<file path="config.mk">
export PLATFORM = sky130hd
export DESIGN_NAME = priority_voice_channel_allocator_core
export DESIGN_NICKNAME = d
export VERILOG_FILES = /design/src/rtl/pvca_pkg.sv /design/src/rtl/pvca_chan_mem.sv /design/src/rtl/pvca_out_reg.sv /design/src/rtl/pvca_ctrl.sv /design/src/rtl/priority_voice_channel_allocator_core.sv
export VERILOG_INCLUDE_DIRS = /design/src /design/src/rtl
export SDC_FILE = /design/constraint.sdc
export NUM_CORES = 1
export LEC_CHECK = 0
export BUFFER_PORTS_ARGS = -buffer_cell sky130_fd_sc_hd__buf_4
export CAP_MARGIN = 5
export CORE_MARGIN = 4
export CORE_UTILIZATION = 40
export CTS_BUF_LIST = sky130_fd_sc_hd__clkbuf_2
export DETAILED_ROUTE_END_ITERATION = 10
export PLACE_DENSITY = 0.57
export SKIP_LAST_GASP = 1
export SLEW_MARGIN = 30
export SYNTH_ARGS = -nofsm -noshare
export SYNTH_HDL_FRONTEND = slang
export SYNTH_HIERARCHICAL = 1
export SYNTH_SLANG_ARGS = --single-unit
</file>
<file path="constraint.sdc">
create_clock -name clk -period 3.72 [get_ports clk]
set_input_delay 0.186 -clock clk [delete_from_list [all_inputs] [get_ports clk]]
set_output_delay 0.186 -clock clk [all_outputs]
set_load 0.03 [all_outputs]
</file>
<file path="src/rtl/priority_voice_channel_allocator_core_assert.svh">
// Assertion macros of the channel allocator controller RTL.
`ifndef PRIORITY_VOICE_CHANNEL_ALLOCATOR_CORE_ASSERT_SVH
`define PRIORITY_VOICE_CHANNEL_ALLOCATOR_CORE_ASSERT_SVH
`ifndef SYNTHESIS
// Same-cycle implication, clocked on clk and disabled during reset.
`define PVCA_ASSERT_IMP(lbl, ante, cons, msg) \
    lbl: assert property (@(posedge clk) disable iff (!rst_n) (ante) |-> (cons)) \
        else $error(msg);
// Next-cycle implication, clocked on clk and disabled during reset.
`define PVCA_ASSERT_NEXT(lbl, ante, cons, msg) \
    lbl: assert property (@(posedge clk) disable iff (!rst_n) (ante) |=> (cons)) \
        else $error(msg);
`else
`define PVCA_ASSERT_IMP(lbl, ante, cons, msg)
`define PVCA_ASSERT_NEXT(lbl, ante, cons, msg)
`endif
`endif

</file>
<file path="src/rtl/pvca_pkg.sv">
// Shared types and constants of the voice channel allocator.
`timescale 1ns / 1ps
`default_nettype none

package pvca_pkg;

    // Fixed field widths of the item ports.
    localparam int SOUND_W     = 8;
    localparam int PRI_W       = 8;
    localparam int IN_ORIGIN_W = 16;
    localparam int CHAN_W      = 3;
    localparam int CFG_CNT_W   = 4;
    localparam int PADDR_W     = 3;
    localparam int PDATA_W     = 32;

    // Register indexes, taken from paddr[2].
    localparam logic [0:0] REG_IDX_CHANNELS = 1'd0;
    localparam logic [0:0] REG_IDX_ENABLE   = 1'd1;

    // Request codes.
    typedef enum logic [1:0] {
        FUNC_START   = 2'd0,
        FUNC_STOP    = 2'd1,
        FUNC_RELEASE = 2'd2,
        FUNC_CLEAR   = 2'd3
    } func_t;

    // Result codes.
    typedef enum logic [1:0] {
        KIND_GRANTED = 2'd0,
        KIND_STOPPED = 2'd1,
        KIND_REFUSED = 2'd2,
        KIND_NONE    = 2'd3
    } kind_t;

    // One result item travelling from the controller to the output register.
    typedef struct packed {
        kind_t              kind;
        logic [CHAN_W-1:0]  channel;
        logic               last;
    } res_t;

endpackage

`default_nettype wire

</file>
<file path="src/rtl/pvca_chan_mem.sv">
// Channel table memory: one write port and one registered read port.
`timescale 1ns / 1ps
`default_nettype none

module pvca_chan_mem #(
    parameter int DEPTH   = 8,
    parameter int ADDR_W  = 3,
    parameter int DATA_W  = 33
) (
    input  wire logic              clk,
    input  wire logic              rd_en,
    input  wire logic [ADDR_W-1:0] rd_addr,
    output logic      [DATA_W-1:0] rd_data,
    input  wire logic              wr_en,
    input  wire logic [ADDR_W-1:0] wr_addr,
    input  wire logic [DATA_W-1:0] wr_data
);

    logic [DATA_W-1:0] mem_array [DEPTH];
    logic [DATA_W-1:0] rd_data_reg;

    // Write port.
    always_ff @(posedge clk)
    begin
        if (wr_en)
        begin
            mem_array[wr_addr] <= wr_data;
        end
    end

    // Registered read port.
    always_ff @(posedge clk)
    begin
        if (rd_en)
        begin
            rd_data_reg <= mem_array[rd_addr];
        end
    end

    assign rd_data = rd_data_reg;

endmodule

`default_nettype wire

</file>
<file path="src/rtl/pvca_out_reg.sv">
// Output register that holds one result item until the receiver takes it.
`timescale 1ns / 1ps
`default_nettype none

module pvca_out_reg (
    input  wire logic            clk,
    input  wire logic            rst_n,
    input  wire logic            res_push,
    input  wire pvca_pkg::res_t  res,
    output logic                 res_ready,
    output logic                 out_valid,
    input  wire logic            out_stall,
    output logic [1:0]           event_kind,
    output logic [2:0]           channel,
    output logic                 last
);
    import pvca_pkg::*;

    logic valid_reg;
    logic valid_next;
    res_t data_reg;
    res_t data_next;

    // The register takes a new item when empty or when it drains this cycle.
    assign res_ready = !valid_reg || !out_stall;

    always_comb
    begin
        valid_next = valid_reg;
        data_next  = data_reg;
        if (res_push)
        begin
            valid_next = 1'b1;
            data_next  = res;
        end
        else if (valid_reg && !out_stall)
        begin
            valid_next = 1'b0;
        end
    end

    always_ff @(posedge clk or negedge rst_n)
    begin
        if (!rst_n)
        begin
            valid_reg <= 1'b0;
        end
        else
        begin
            valid_reg <= valid_next;
        end
    end

    // Payload needs no reset.
    always_ff @(posedge clk)
    begin
        data_reg <= data_next;
    end

    assign out_valid  = valid_reg;
    assign event_kind = data_reg.kind;
    assign channel    = data_reg.channel;
    assign last       = data_reg.last;

endmodule

`default_nettype wire

</file>
<file path="src/rtl/pvca_ctrl.sv">
// Request sequencer: busy flags, table scan over the memory and result issue.
`timescale 1ns / 1ps
`default_nettype none
`include "priority_voice_channel_allocator_core_assert.svh"

module pvca_ctrl #(
    parameter int MAX_CHANNELS = 8,
    parameter int ORIGIN_BITS  = 16,
    parameter int IDX_W        = 3,
    parameter int CNT_W        = 4,
    parameter int ENTRY_W      = 33
) (
    input  wire logic               clk,
    input  wire logic               rst_n,
    input  wire logic               in_valid,
    output logic                    in_stall,
    input  wire logic [1:0]         func,
    input  wire logic [15:0]        origin_id,
    input  wire logic [7:0]         sound_id,
    input  wire logic [7:0]         sound_priority,
    input  wire logic               pickup_flag,
    input  wire logic [2:0]         channel_index,
    input  wire logic [CNT_W-1:0]   cfg_count,
    input  wire logic               cfg_enable,
    output logic                    mem_rd_en,
    output logic [IDX_W-1:0]        mem_rd_addr,
    input  wire logic [ENTRY_W-1:0] mem_rd_data,
    output logic                    mem_wr_en,
    output logic [IDX_W-1:0]        mem_wr_addr,
    output logic [ENTRY_W-1:0]      mem_wr_data,
    input  wire logic               res_ready,
    output logic                    res_push,
    output pvca_pkg::res_t          res
);
    import pvca_pkg::*;

    // Bit positions of one table entry.
    localparam int PICK_POS = ORIGIN_BITS;
    localparam int PRI_LO   = ORIGIN_BITS + 1;
    localparam int PRI_HI   = ORIGIN_BITS + PRI_W;

    typedef enum logic [2:0] {
        ST_IDLE,
        ST_SCAN,
        ST_DECIDE,
        ST_EMIT_STOP,
        ST_EMIT_GRANT,
        ST_EMIT_ONE
    } state_t;

    state_t                  state_reg,       state_next;
    logic [MAX_CHANNELS-1:0] busy_reg,        busy_next;
    func_t                   func_reg,        func_next;
    logic [ORIGIN_BITS-1:0]  org_reg,         org_next;
    logic [SOUND_W-1:0]      snd_reg,         snd_next;
    logic [PRI_W-1:0]        pri_reg,         pri_next;
    logic                    pick_reg,        pick_next;
    logic [CNT_W-1:0]        issue_cnt_reg,   issue_cnt_next;
    logic                    pend_reg,        pend_next;
    logic                    pend_last_reg,   pend_last_next;
    logic [IDX_W-1:0]        pend_idx_reg,    pend_idx_next;
    logic                    match_found_reg, match_found_next;
    logic [IDX_W-1:0]        match_idx_reg,   match_idx_next;
    logic                    free_found_reg,  free_found_next;
    logic [IDX_W-1:0]        free_idx_reg,    free_idx_next;
    logic                    steal_found_reg, steal_found_next;
    logic [IDX_W-1:0]        steal_idx_reg,   steal_idx_next;
    logic [IDX_W-1:0]        chan_reg,        chan_next;
    logic [IDX_W-1:0]        grant_idx_reg,   grant_idx_next;
    kind_t                   kind_reg,        kind_next;

    logic [ORIGIN_BITS-1:0]  e_origin;
    logic                    e_pick;
    logic [PRI_W-1:0]        e_pri;
    logic                    e_busy;
    logic                    org_hit;
    logic                    sel_hit;
    logic [IDX_W-1:0]        rel_idx;
    logic                    rel_ok;
    logic                    grant_fire;
    logic                    clear_fire;

    // Fields of the entry read in the previous cycle.
    assign e_origin = mem_rd_data[ORIGIN_BITS-1:0];
    assign e_pick   = mem_rd_data[PICK_POS];
    assign e_pri    = mem_rd_data[PRI_HI:PRI_LO];
    assign e_busy   = busy_reg[pend_idx_reg];
    assign org_hit  = e_busy && (e_origin == org_reg);
    assign sel_hit  = (func_reg == FUNC_STOP) ? org_hit : (org_hit && (e_pick == pick_reg));

    // Release is valid only for a busy channel inside the working count.
    assign rel_idx = IDX_W'(channel_index);
    assign rel_ok  = (32'(channel_index) < 32'(cfg_count)) && busy_reg[rel_idx];

    assign grant_fire = (state_reg == ST_EMIT_GRANT) && res_ready;
    assign clear_fire = (state_reg == ST_IDLE) && in_valid
                        && (func_t'(func) == FUNC_CLEAR) && cfg_enable;

    // Next-state and datapath logic.
    always_comb
    begin
        state_next       = state_reg;
        busy_next        = busy_reg;
        func_next        = func_reg;
        org_next         = org_reg;
        snd_next         = snd_reg;
        pri_next         = pri_reg;
        pick_next        = pick_reg;
        issue_cnt_next   = issue_cnt_reg;
        pend_next        = 1'b0;
        pend_last_next   = 1'b0;
        pend_idx_next    = pend_idx_reg;
        match_found_next = match_found_reg;
        match_idx_next   = match_idx_reg;
        free_found_next  = free_found_reg;
        free_idx_next    = free_idx_reg;
        steal_found_next = steal_found_reg;
        steal_idx_next   = steal_idx_reg;
        chan_next        = chan_reg;
        grant_idx_next   = grant_idx_reg;
        kind_next        = kind_reg;
        in_stall         = (state_reg != ST_IDLE);
        mem_rd_en        = 1'b0;
        mem_rd_addr      = issue_cnt_reg[IDX_W-1:0];
        mem_wr_en        = 1'b0;
        mem_wr_addr      = grant_idx_reg;
        mem_wr_data      = {snd_reg, pri_reg, pick_reg, org_reg};
        res_push         = 1'b0;
        res.kind         = kind_reg;
        res.channel      = CHAN_W'(chan_reg);
        res.last         = 1'b1;

        case (state_reg)
            ST_IDLE:
            begin
                if (in_valid)
                begin
                    // Take the item and clear the scan bookkeeping.
                    func_next        = func_t'(func);
                    org_next         = ORIGIN_BITS'(origin_id);
                    snd_next         = sound_id;
                    pri_next         = sound_priority;
                    pick_next        = pickup_flag;
                    issue_cnt_next   = '0;
                    match_found_next = 1'b0;
                    free_found_next  = 1'b0;
                    steal_found_next = 1'b0;
                    chan_next        = '0;
                    kind_next        = KIND_NONE;
                    case (func_t'(func))
                        FUNC_START, FUNC_STOP:
                        begin
                            if (!cfg_enable)
                            begin
                                kind_next  = (func_t'(func) == FUNC_START) ? KIND_REFUSED
                                                                           : KIND_NONE;
                                state_next = ST_EMIT_ONE;
                            end
                            else if (cfg_count == '0)
                            begin
                                state_next = ST_DECIDE;
                            end
                            else
                            begin
                                state_next = ST_SCAN;
                            end
                        end
                        FUNC_RELEASE:
                        begin
                            if (cfg_enable && rel_ok)
                            begin
                                busy_next[rel_idx] = 1'b0;
                                kind_next          = KIND_STOPPED;
                                chan_next          = rel_idx;
                            end
                            state_next = ST_EMIT_ONE;
                        end
                        FUNC_CLEAR:
                        begin
                            if (clear_fire)
                            begin
                                kind_next = (|busy_reg) ? KIND_STOPPED : KIND_NONE;
                                busy_next = '0;
                            end
                            state_next = ST_EMIT_ONE;
                        end
                        default:
                        begin
                            state_next = ST_EMIT_ONE;
                        end
                    endcase
                end
            end

            ST_SCAN:
            begin
                // Issue one read per cycle over the working channels.
                mem_rd_en = (issue_cnt_reg < cfg_count);
                if (mem_rd_en)
                begin
                    issue_cnt_next = issue_cnt_reg + CNT_W'(1);
                    pend_next      = 1'b1;
                    pend_last_next = ((issue_cnt_reg + CNT_W'(1)) == cfg_count);
                    pend_idx_next  = issue_cnt_reg[IDX_W-1:0];
                end
                // Check the entry that came back from the previous read.
                if (pend_reg)
                begin
                    if (!match_found_reg && sel_hit)
                    begin
                        match_found_next = 1'b1;
                        match_idx_next   = pend_idx_reg;
                    end
                    if (!free_found_reg && !e_busy)
                    begin
                        free_found_next = 1'b1;
                        free_idx_next   = pend_idx_reg;
                    end
                    if (!steal_found_reg && e_busy && (e_pri >= pri_reg))
                    begin
                        steal_found_next = 1'b1;
                        steal_idx_next   = pend_idx_reg;
                    end
                    if (pend_last_reg)
                    begin
                        state_next = ST_DECIDE;
                    end
                end
            end

            ST_DECIDE:
            begin
                if (func_reg == FUNC_STOP)
                begin
                    if (match_found_reg)
                    begin
                        busy_next[match_idx_reg] = 1'b0;
                        kind_next                = KIND_STOPPED;
                        chan_next                = match_idx_reg;
                    end
                    state_next = ST_EMIT_ONE;
                end
                else if (match_found_reg)
                begin
                    // Stop the older sound, then take the lowest free channel.
                    busy_next[match_idx_reg] = 1'b0;
                    chan_next                = match_idx_reg;
                    grant_idx_next = (free_found_reg && (free_idx_reg < match_idx_reg))
                                     ? free_idx_reg : match_idx_reg;
                    state_next     = ST_EMIT_STOP;
                end
                else if (free_found_reg)
                begin
                    grant_idx_next = free_idx_reg;
                    state_next     = ST_EMIT_GRANT;
                end
                else if (steal_found_reg)
                begin
                    // Table full: take over a channel of equal or lower importance.
                    busy_next[steal_idx_reg] = 1'b0;
                    chan_next                = steal_idx_reg;
                    grant_idx_next           = steal_idx_reg;
                    state_next               = ST_EMIT_STOP;
                end
                else
                begin
                    kind_next  = KIND_REFUSED;
                    state_next = ST_EMIT_ONE;
                end
            end

            ST_EMIT_STOP:
            begin
                res.kind = KIND_STOPPED;
                res.last = 1'b0;
                if (res_ready)
                begin
                    res_push   = 1'b1;
                    state_next = ST_EMIT_GRANT;
                end
            end

            ST_EMIT_GRANT:
            begin
                res.kind    = KIND_GRANTED;
                res.channel = CHAN_W'(grant_idx_reg);
                if (grant_fire)
                begin
                    res_push                 = 1'b1;
                    mem_wr_en                = 1'b1;
                    busy_next[grant_idx_reg] = 1'b1;
                    state_next               = ST_IDLE;
                end
            end

            ST_EMIT_ONE:
            begin
                if (res_ready)
                begin
                    res_push   = 1'b1;
                    state_next = ST_IDLE;
                end
            end

            default:
            begin
                state_next = ST_IDLE;
            end
        endcase
    end

    // State and registered control.
    always_ff @(posedge clk or negedge rst_n)
    begin
        if (!rst_n)
        begin
            state_reg       <= ST_IDLE;
            busy_reg        <= '0;
            func_reg        <= FUNC_START;
            org_reg         <= '0;
            snd_reg         <= '0;
            pri_reg         <= '0;
            pick_reg        <= 1'b0;
            issue_cnt_reg   <= '0;
            pend_reg        <= 1'b0;
            pend_last_reg   <= 1'b0;
            pend_idx_reg    <= '0;
            match_found_reg <= 1'b0;
            match_idx_reg   <= '0;
            free_found_reg  <= 1'b0;
            free_idx_reg    <= '0;
            steal_found_reg <= 1'b0;
            steal_idx_reg   <= '0;
            chan_reg        <= '0;
            grant_idx_reg   <= '0;
            kind_reg        <= KIND_NONE;
        end
        else
        begin
            state_reg       <= state_next;
            busy_reg        <= busy_next;
            func_reg        <= func_next;
            org_reg         <= org_next;
            snd_reg         <= snd_next;
            pri_reg         <= pri_next;
            pick_reg        <= pick_next;
            issue_cnt_reg   <= issue_cnt_next;
            pend_reg        <= pend_next;
            pend_last_reg   <= pend_last_next;
            pend_idx_reg    <= pend_idx_next;
            match_found_reg <= match_found_next;
            match_idx_reg   <= match_idx_next;
            free_found_reg  <= free_found_next;
            free_idx_reg    <= free_idx_next;
            steal_found_reg <= steal_found_next;
            steal_idx_reg   <= steal_idx_next;
            chan_reg        <= chan_next;
            grant_idx_reg   <= grant_idx_next;
            kind_reg        <= kind_next;
        end
    end

    // A channel is never granted while it still holds a sound.
    `PVCA_ASSERT_IMP(a_grant_is_free, state_reg == ST_EMIT_GRANT, !busy_reg[grant_idx_reg], "granted channel is busy")
    // A completed grant marks its channel busy.
    `PVCA_ASSERT_NEXT(a_grant_sets_busy, grant_fire, busy_reg[$past(grant_idx_reg)], "grant did not set busy")
    // A clear leaves the whole table free.
    `PVCA_ASSERT_NEXT(a_clear_empties, clear_fire, busy_reg == '0, "clear left a busy channel")
    // The scan never reads past the working count.
    `PVCA_ASSERT_IMP(a_scan_in_range, mem_rd_en, 32'(mem_rd_addr) < 32'(cfg_count), "scan read beyond count")

endmodule

`default_nettype wire

</file>
<file path="src/rtl/priority_voice_channel_allocator_core.sv">
// Top level of the priority voice channel allocator.
//
// Requests enter on the input channel (in_valid / in_stall); each request gives one
// or two result items on the output channel (out_valid / out_stall), the final one
// marked by last. A start or stop-by-origin request reads the channel table memory
// once per channel in use, one entry per cycle over its single read port, in ST_SCAN.
// The channels in use are channels_in_use capped at MAX_CHANNELS. ST_DECIDE then
// picks the result, which ST_EMIT_ONE, or ST_EMIT_STOP and then ST_EMIT_GRANT, push
// into the output register. With zero channels in use the scan is skipped and the
// request goes to ST_DECIDE. Release, clear and disabled requests need no table read;
// their result goes out from ST_EMIT_ONE. The next item is accepted in the cycle after
// the last result of the current one has entered the output register, so the sequencer
// takes no new item before it is through with the current one. If the receiver stalls,
// the result stays in the output register and the sequencer waits with its next result;
// in_stall stays high until the last result of the item has entered the output register.
// Reset frees every channel, sets channels_in_use to 8 and enables sound; the table
// memory needs no clearing because only busy entries are ever compared. Configuration
// goes through the APB-style port: channels_in_use at 0x0, sfx_enable at 0x4; writes
// are expected only while the block is idle.
`timescale 1ns / 1ps
`default_nettype none

module priority_voice_channel_allocator_core #(
    parameter int MAX_CHANNELS = 8,
    parameter int ORIGIN_BITS  = 16
) (
    input  wire logic                          clk,
    input  wire logic                          rst_n,
    input  wire logic                          psel,
    input  wire logic                          penable,
    input  wire logic                          pwrite,
    input  wire logic [pvca_pkg::PADDR_W-1:0]  paddr,
    input  wire logic [pvca_pkg::PDATA_W-1:0]  pwdata,
    output logic      [pvca_pkg::PDATA_W-1:0]  prdata,
    output logic                               pready,
    input  wire logic                          in_valid,
    output logic                               in_stall,
    input  wire logic [1:0]                    func,
    input  wire logic [15:0]                   origin_id,
    input  wire logic [7:0]                    sound_id,
    input  wire logic [7:0]                    sound_priority,
    input  wire logic                          pickup_flag,
    input  wire logic [2:0]                    channel_index,
    output logic                               out_valid,
    input  wire logic                          out_stall,
    output logic [1:0]                         event_kind,
    output logic [2:0]                         channel,
    output logic                               last
);
    import pvca_pkg::*;

    localparam int IDX_W   = (MAX_CHANNELS > 1) ? $clog2(MAX_CHANNELS) : 1;
    localparam int CNT_W   = $clog2(MAX_CHANNELS + 1);
    localparam int ENTRY_W = SOUND_W + PRI_W + 1 + ORIGIN_BITS;

    logic [CFG_CNT_W-1:0] cfg_count_reg;
    logic [CFG_CNT_W-1:0] cfg_count_next;
    logic                 cfg_enable_reg;
    logic                 cfg_enable_next;
    logic [CNT_W-1:0]     n_eff;
    logic                 cfg_write;

    logic                 mem_rd_en;
    logic [IDX_W-1:0]     mem_rd_addr;
    logic [ENTRY_W-1:0]   mem_rd_data;
    logic                 mem_wr_en;
    logic [IDX_W-1:0]     mem_wr_addr;
    logic [ENTRY_W-1:0]   mem_wr_data;
    logic                 res_ready;
    logic                 res_push;
    res_t                 res;

    // Register port: writes complete in the access cycle, reads return the value.
    assign pready    = 1'b1;
    assign cfg_write = psel && penable && pwrite && pready;

    always_comb
    begin
        cfg_count_next  = cfg_count_reg;
        cfg_enable_next = cfg_enable_reg;
        if (cfg_write)
        begin
            case (paddr[2])
                REG_IDX_CHANNELS: cfg_count_next  = pwdata[CFG_CNT_W-1:0];
                REG_IDX_ENABLE:   cfg_enable_next = pwdata[0];
                default:          cfg_count_next  = cfg_count_reg;
            endcase
        end
    end

    always_comb
    begin
        case (paddr[2])
            REG_IDX_CHANNELS: prdata = PDATA_W'(cfg_count_reg);
            REG_IDX_ENABLE:   prdata = PDATA_W'(cfg_enable_reg);
            default:          prdata = '0;
        endcase
    end

    always_ff @(posedge clk or negedge rst_n)
    begin
        if (!rst_n)
        begin
            cfg_count_reg  <= CFG_CNT_W'(8);
            cfg_enable_reg <= 1'b1;
        end
        else
        begin
            cfg_count_reg  <= cfg_count_next;
            cfg_enable_reg <= cfg_enable_next;
        end
    end

    // Working channel count, capped at the table size.
    always_comb
    begin
        if (32'(cfg_count_reg) > MAX_CHANNELS)
        begin
            n_eff = CNT_W'(MAX_CHANNELS);
        end
        else
        begin
            n_eff = CNT_W'(cfg_count_reg);
        end
    end

    pvca_ctrl #(
        .MAX_CHANNELS (MAX_CHANNELS),
        .ORIGIN_BITS  (ORIGIN_BITS),
        .IDX_W        (IDX_W),
        .CNT_W        (CNT_W),
        .ENTRY_W      (ENTRY_W)
    ) u_ctrl (
        .clk            (clk),
        .rst_n          (rst_n),
        .in_valid       (in_valid),
        .in_stall       (in_stall),
        .func           (func),
        .origin_id      (origin_id),
        .sound_id       (sound_id),
        .sound_priority (sound_priority),
        .pickup_flag    (pickup_flag),
        .channel_index  (channel_index),
        .cfg_count      (n_eff),
        .cfg_enable     (cfg_enable_reg),
        .mem_rd_en      (mem_rd_en),
        .mem_rd_addr    (mem_rd_addr),
        .mem_rd_data    (mem_rd_data),
        .mem_wr_en      (mem_wr_en),
        .mem_wr_addr    (mem_wr_addr),
        .mem_wr_data    (mem_wr_data),
        .res_ready      (res_ready),
        .res_push       (res_push),
        .res            (res)
    );

    pvca_chan_mem #(
        .DEPTH  (MAX_CHANNELS),
        .ADDR_W (IDX_W),
        .DATA_W (ENTRY_W)
    ) u_chan_mem (
        .clk     (clk),
        .rd_en   (mem_rd_en),
        .rd_addr (mem_rd_addr),
        .rd_data (mem_rd_data),
        .wr_en   (mem_wr_en),
        .wr_addr (mem_wr_addr),
        .wr_data (mem_wr_data)
    );

    pvca_out_reg u_out_reg (
        .clk        (clk),
        .rst_n      (rst_n),
        .res_push   (res_push),
        .res        (res),
        .res_ready  (res_ready),
        .out_valid  (out_valid),
        .out_stall  (out_stall),
        .event_kind (event_kind),
        .channel    (channel),
        .last       (last)
    );

endmodule

`default_nettype wire

</file>
==> flow_summary.toml, run 1 <==
[timing]
fin_crit_sh_pct = 72.54
setup-tns-final_ns = 0
tightest_slew_ns = 0.8929
fmax_mhz = 370.6
skew_ns = 0.08639
finalHoldViolCount = 0
setup_ws_ns = 1.021
finalCriticalPeriod_ns = 2.699
hold_ws_ns = 0.1110
setup_viol = 0
rsz0062_at_grt = "no"
drv_slew = 0
slew_headroom_pct = 40.35

[power]
peakVddDrop_mv = 0.3982
pwr-share-comb_pct = 27.6
p_clk_share_pct = 22.2
p_leak_nw = 5.907
p_sw_share_pct = 34.48
p_seq_share_pct = 50.2
p_int_mw = 6.941
p_per_area_nw_per_um2 = 678.1
switchingPower_mw = 3.654

[clock_tree]
cts_made_buffers = 78
cts_max_level = 3
cts_buffer_depth = 3
clkSinkCount = 304
cts.repair.resized = 0
cts_tree = "done"
cts.clk_slew.worst_paths_ns = 0.10
cts_root_buf = "clkbuf_2"
insertion_delay_ns = 0.89

[run]
drv_cap = 0

[layout]
largest_reg_flops = 200
area_growth_pct = 16.72
fill_cells = 2915
post-route-util_pct = 47.66
final_layout_size_suffix_gt1_share_pct = 28.98
final_nets = 1150

[die]
coreArea_sq_um = 32780
die_x_microns = 190.9
die_area_sq_um = 36460
die_h_microns = 190.9
num_rows = 66
start_util_pct = 40.83
io_pins = 121

[critical_path]
worstPathRequired_ns = 4.18
path_class = "reg -> reg"
end_kind = "flip-flop"
slowest_delay_ns = 0.63
crit_path_max_fanout = 26
worstPathArrival_ns = 3.16
slowest_stage = "dfstp_2"
cp-start-kind = "flip-flop"
path_cells = "nor2b_1 -> inv_1 -> ha_1 -> nor2b_1 -> o21a_1 -> o21ai_0 -> nand2_1 -> inv_1 -> buf_4"

[synthesis]
synth_area_sq_um = 13390
synthCells = 884
syn_area_per_cell_sq_um = 15.14
yosys_warnings = 6

[routing]
dr.pass1.iters = 5
viasPerCell = 5.133
routedWlPerCell_microns = 19.33
drc = 0
antenna_left = 0
vias = 8012
drt_wl_total_mm = 30.18
drt_iter0_drc = 553

[global_route]
grt_max_degree = 57
grt_pass1_wl_mm = 47.22
grt_pass1_vias = 8505
grt-ovfl-total = 0
grt_usage_pct = 16.85
antenna_found_initial = 1

[status]
status = "finished, final reports clean"

[placement]
post-dp-hpwl_mm = 17.57
gp_congestion = 0.8917
place_ws_ns = 0.9916
port-buffer-count = 53

[worst_hold_path]
hp-class = "in -> reg"
-- final cells by class --
cell class	instances	area (sq um)	area share [%]
multi-input cells	500	4156	26.60
inverters	27	101.3	0.6486
flip-flops and latches	304	8773	56.15
clock inverters	18	116.4	0.7447
clock buffers	127	635.6	4.068
diodes	1	2.502	0.01602
repair buffers	142	1286	8.232
well taps	442	553.0	3.539
-- critical path: cells and delay by family, from the launching register on --
kind	cells	cell delay (ns)
AOI/OAI and AO/OA	2	0.41
DFF	1	0.63
buffers and inverters	3	0.60
adders and majority gates	1	0.22
and+or+nand+nor	3	0.47
-- metal layers --
metal	share of wire (%)	wire length, microns	vias up	global-route usage [%]
li1	-	-	3706	-
met3	5.0	1512	57	3.725
met5	0	0	-	0
met1	44	13340	4014	22.55
met4	2.6	783	0	6.409
met2	48	14550	235	27.16
-- layout by cell type, fill, tap and decap left out, types with 3 or more instances in the layout --
cell type      instances
dfrtp_1               67
conb_1                29
a31oi_1               12
and3_1                 5
edfxtp_1             231
mux4_2                51
nand4_1                5
nor4_1                11
dlygate4sd3_1         70
clkinv_2               3
o21a_1                 3
nor2_1                23
o22a_1                 3
or4_1                  3
nand2b_1              11
a21o_1                 3
a211oi_1               5
xnor2_1                8
o31ai_1                5
dfstp_2                4
nand3_1                8
clkbuf_2             127
mux2_2                36
inv_1                 27
o21ai_0               26
buf_4                 69
nor2_2                 6
a41oi_1                4
nor3_1                13
and2b_2                3
clkinv_1               9
nor2b_1               10
o22ai_1                3
ha_1                  17
a21oi_1               12
nor4b_1                3
mux2i_1                7
mux2_1                 8
nand2_1              104
xor2_1                14
-- path summary, 6_finish.rpt --
kind | startpoint | endpoint | depth (start not counted) | slack [ns]
max | cfg_count_reg[3] | u_chan_mem/rd_data[24] | 9 | 1.02
min | origin_id[3] | u_ctrl/org_reg[3] | 4 | 0.11
max reg2reg | cfg_count_reg[3] | u_chan_mem/rd_data[24] | 9 | 1.02
min in group asynchronous | rst_n | u_ctrl/kind_reg[1] | 3 | 0.49
min reg2reg | u_ctrl/kind_reg[0] | u_ctrl/kind_reg[0] | 2 | 0.48
max in group asynchronous | rst_n | u_ctrl/free_idx_reg[0] | 4 | 2.85
-- repair_timing --
item,4_1_cts,5_1_grt
buffers inserted,0,0
endpoints found under the hold margin,124,0
setup endpoints to repair,0,0
hold buffers,71,0
-- power by group through the flow --
| stage | logic, mW | registers [mW] | clock network, mW |
|---|---|---|---|
| floorplan | 2.34 | 5.07 | 0 |
| global placement | 2.83 | 5.41 | 0 |
| detailed placement | 2.85 | 5.42 | 0 |
| CTS | 2.95 | 5.35 | 2.46 |
| global route | 3.23 | 5.45 | 2.65 |
| finish | 2.92 | 5.32 | 2.35 |
-- per-stage QoR --
step / std cells / power (mW) / area, sq um
floorplan: 911 / 7.413 / 13490
global placement: 1344 / 8.237 / 14140
detailed placement: 1344 / 8.269 / 14140
CTS: 1560 / 10.77 / 15620
global route: 1561 / 11.33 / 15630
finish: 1561 / 10.60 / 15630
Note: power is estimated with default switching activity, not from simulation.
==> run 2: changes to the inputs <==
==> constraint.sdc (replaced) <==
create_clock -name clk -period 2.3 [get_ports clk]
set_input_delay 0.115 -clock clk [delete_from_list [all_inputs] [get_ports clk]]
set_output_delay 0.115 -clock clk [all_outputs]
set_load 0.03 [all_outputs]
==> flow_summary.toml, run 2 (synthesized netlist as in run 1, its figures left out) <==
[timing]
hold_ws_ns = 0.1120
fin_crit_sh_pct = 94.87
slew_headroom_pct = 55.68
setup_ws_ns = 0.1179
setup_viol = 0
setup-tns-final_ns = 0
drv_slew = 0
skew_ns = 0.07484
fmax_mhz = 458.3
finalHoldViolCount = 0
rsz0062_at_grt = "no"
tightest_slew_ns = 0.6592
finalCriticalPeriod_ns = 2.182

[placement]
port-buffer-count = 53
dp.cells = 1396
post-dp-hpwl_mm = 18.91
placed_area_sq_um = 14690
gp_congestion = 0.8732
place_ws_ns = 0.02084

[clock_tree]
insertion_delay_ns = 0.85
cts.clk_slew.worst_paths_ns = 0.09
clkSinkCount = 304
cts_max_level = 3
cts_buffer_depth = 3
cts_made_buffers = 79
cts_root_buf = "clkbuf_2"
postCtsSetupBuffers = 0
cts_tree = "done"

[routing]
drt_iter0_drc = 627
dr.max_layer_used = "met4"
vias = 8278
routedWlPerCell_microns = 19.10
wl_met1_mm = 13.76
viasPerCell = 5.079
met2WireLength_mm = 15.30
drc = 0
antenna_left = 0
drt_wl_total_mm = 31.14
met3_length_mm = 1.436
dr.pass1.iters = 5

[layout]
final_nets = 1222
area_growth_pct = 22.61
post-route-util_pct = 50.06
final_layout_size_suffix_gt1_share_pct = 31.76
largest_reg_flops = 200
fin_area_sq_um = 16410
final_cells = 1630
most-common-layout-cells = "231 x edfxtp_1, 122 x clkbuf_2, 109 x buf_4"
layout_commonest_cell = "edfxtp_1"

[global_route]
grt_max_degree = 57
grt_pass1_wl_mm = 49.39
grt-ovfl-total = 0
antenna_found_initial = 1
grt_usage_pct = 17.58
grt_pass1_vias = 8776

[die]
num_rows = 66
die_area_sq_um = 36460
die_h_microns = 190.9
coreArea_sq_um = 32780
start_util_pct = 40.83
io_pins = 121
die_x_microns = 190.9

[critical_path]
worstPathRequired_ns = 3.00
crit_path_max_fanout = 5
path_class = "reg -> reg"
worstPathArrival_ns = 2.88
endpoint = "u_ctrl/busy_reg[0]"
r2r_end = "u_ctrl/busy_reg[0]"
rr_startpoint = "cfg_count_reg[3]"
crit_start = "cfg_count_reg[3]"
end_kind = "flip-flop"
cp-start-kind = "flip-flop"
ff2ff_path_depth = 8
r2r_setup_slack_ns = 0.12

[power]
peakVddDrop_mv = 0.6007
power_mw = 18.02
p_per_area_nw_per_um2 = 1098
p_leak_nw = 6.259

[status]
status = "finished, final reports clean"

[worst_hold_path]
hp-class = "in -> reg"

[run]
drv_cap = 0
==> run 2: worst min-delay path by stage <==
stage | from | end | slack [ns] | cells past startpoint
2_1_floorplan | rst_n | cfg_count_reg[0] | -0.18 | 0
3_3_place_gp | rst_n | u_ctrl/func_reg[0] | 0.08 | 1
3_5_place_dp | rst_n | u_ctrl/func_reg[0] | 0.08 | 1
4_1_cts | pickup_flag | u_ctrl/pick_reg | 0.01 | 4
5_1_grt | pickup_flag | u_ctrl/pick_reg | 0.07 | 4
6_report | pickup_flag | u_ctrl/pick_reg | 0.11 | 4
==> run 2: what timing repair did <==
item | CTS | global route
resized for setup | 0 | 9
setup endpoints to repair | 0 | 51
hold buffers | 90 | 0
hold endpoints to repair | 133 | 0
==> run 2: final cells by class <==
| cell class | count | area [sq um] |
|---|---|---|
| clock buffers | 122 | 610.6 |
| well taps | 442 | 553.0 |
| fillers | 2932 | 16370 |
| flip-flops and latches | 304 | 8776 |
| repair buffers | 213 | 2001 |
| inverters | 27 | 105.1 |
| clock inverters | 21 | 175.2 |
| multi-input cells | 500 | 4190 |
| diodes | 1 | 2.502 |
==> run 2: where the power goes <==
group          leakage [nW]  internal, mW  switching [mW]
clock                 0.591          1.75            2.16
sequential             3.03          7.42           0.782
combinational          2.64          2.77            3.14
total                  6.26          11.9            6.08
==> run 2: worst max-delay path, cell delays in order, from the launching register on <==
cell	delay, ns
dfstp_2	0.58
nor2b_1	0.07
inv_1	0.11
ha_1	0.18
a211oi_1	0.05
o32ai_1	0.52
o21ai_1	0.21
buf_4	0.19
a41oi_1	0.17
==> run 2: routing by layer <==
metal  up-vias  track usage, %
li1       3846               -
met1      4147           23.85
met2       229           28.67
met3        56           3.287
met4         0           6.160
met5         -               0
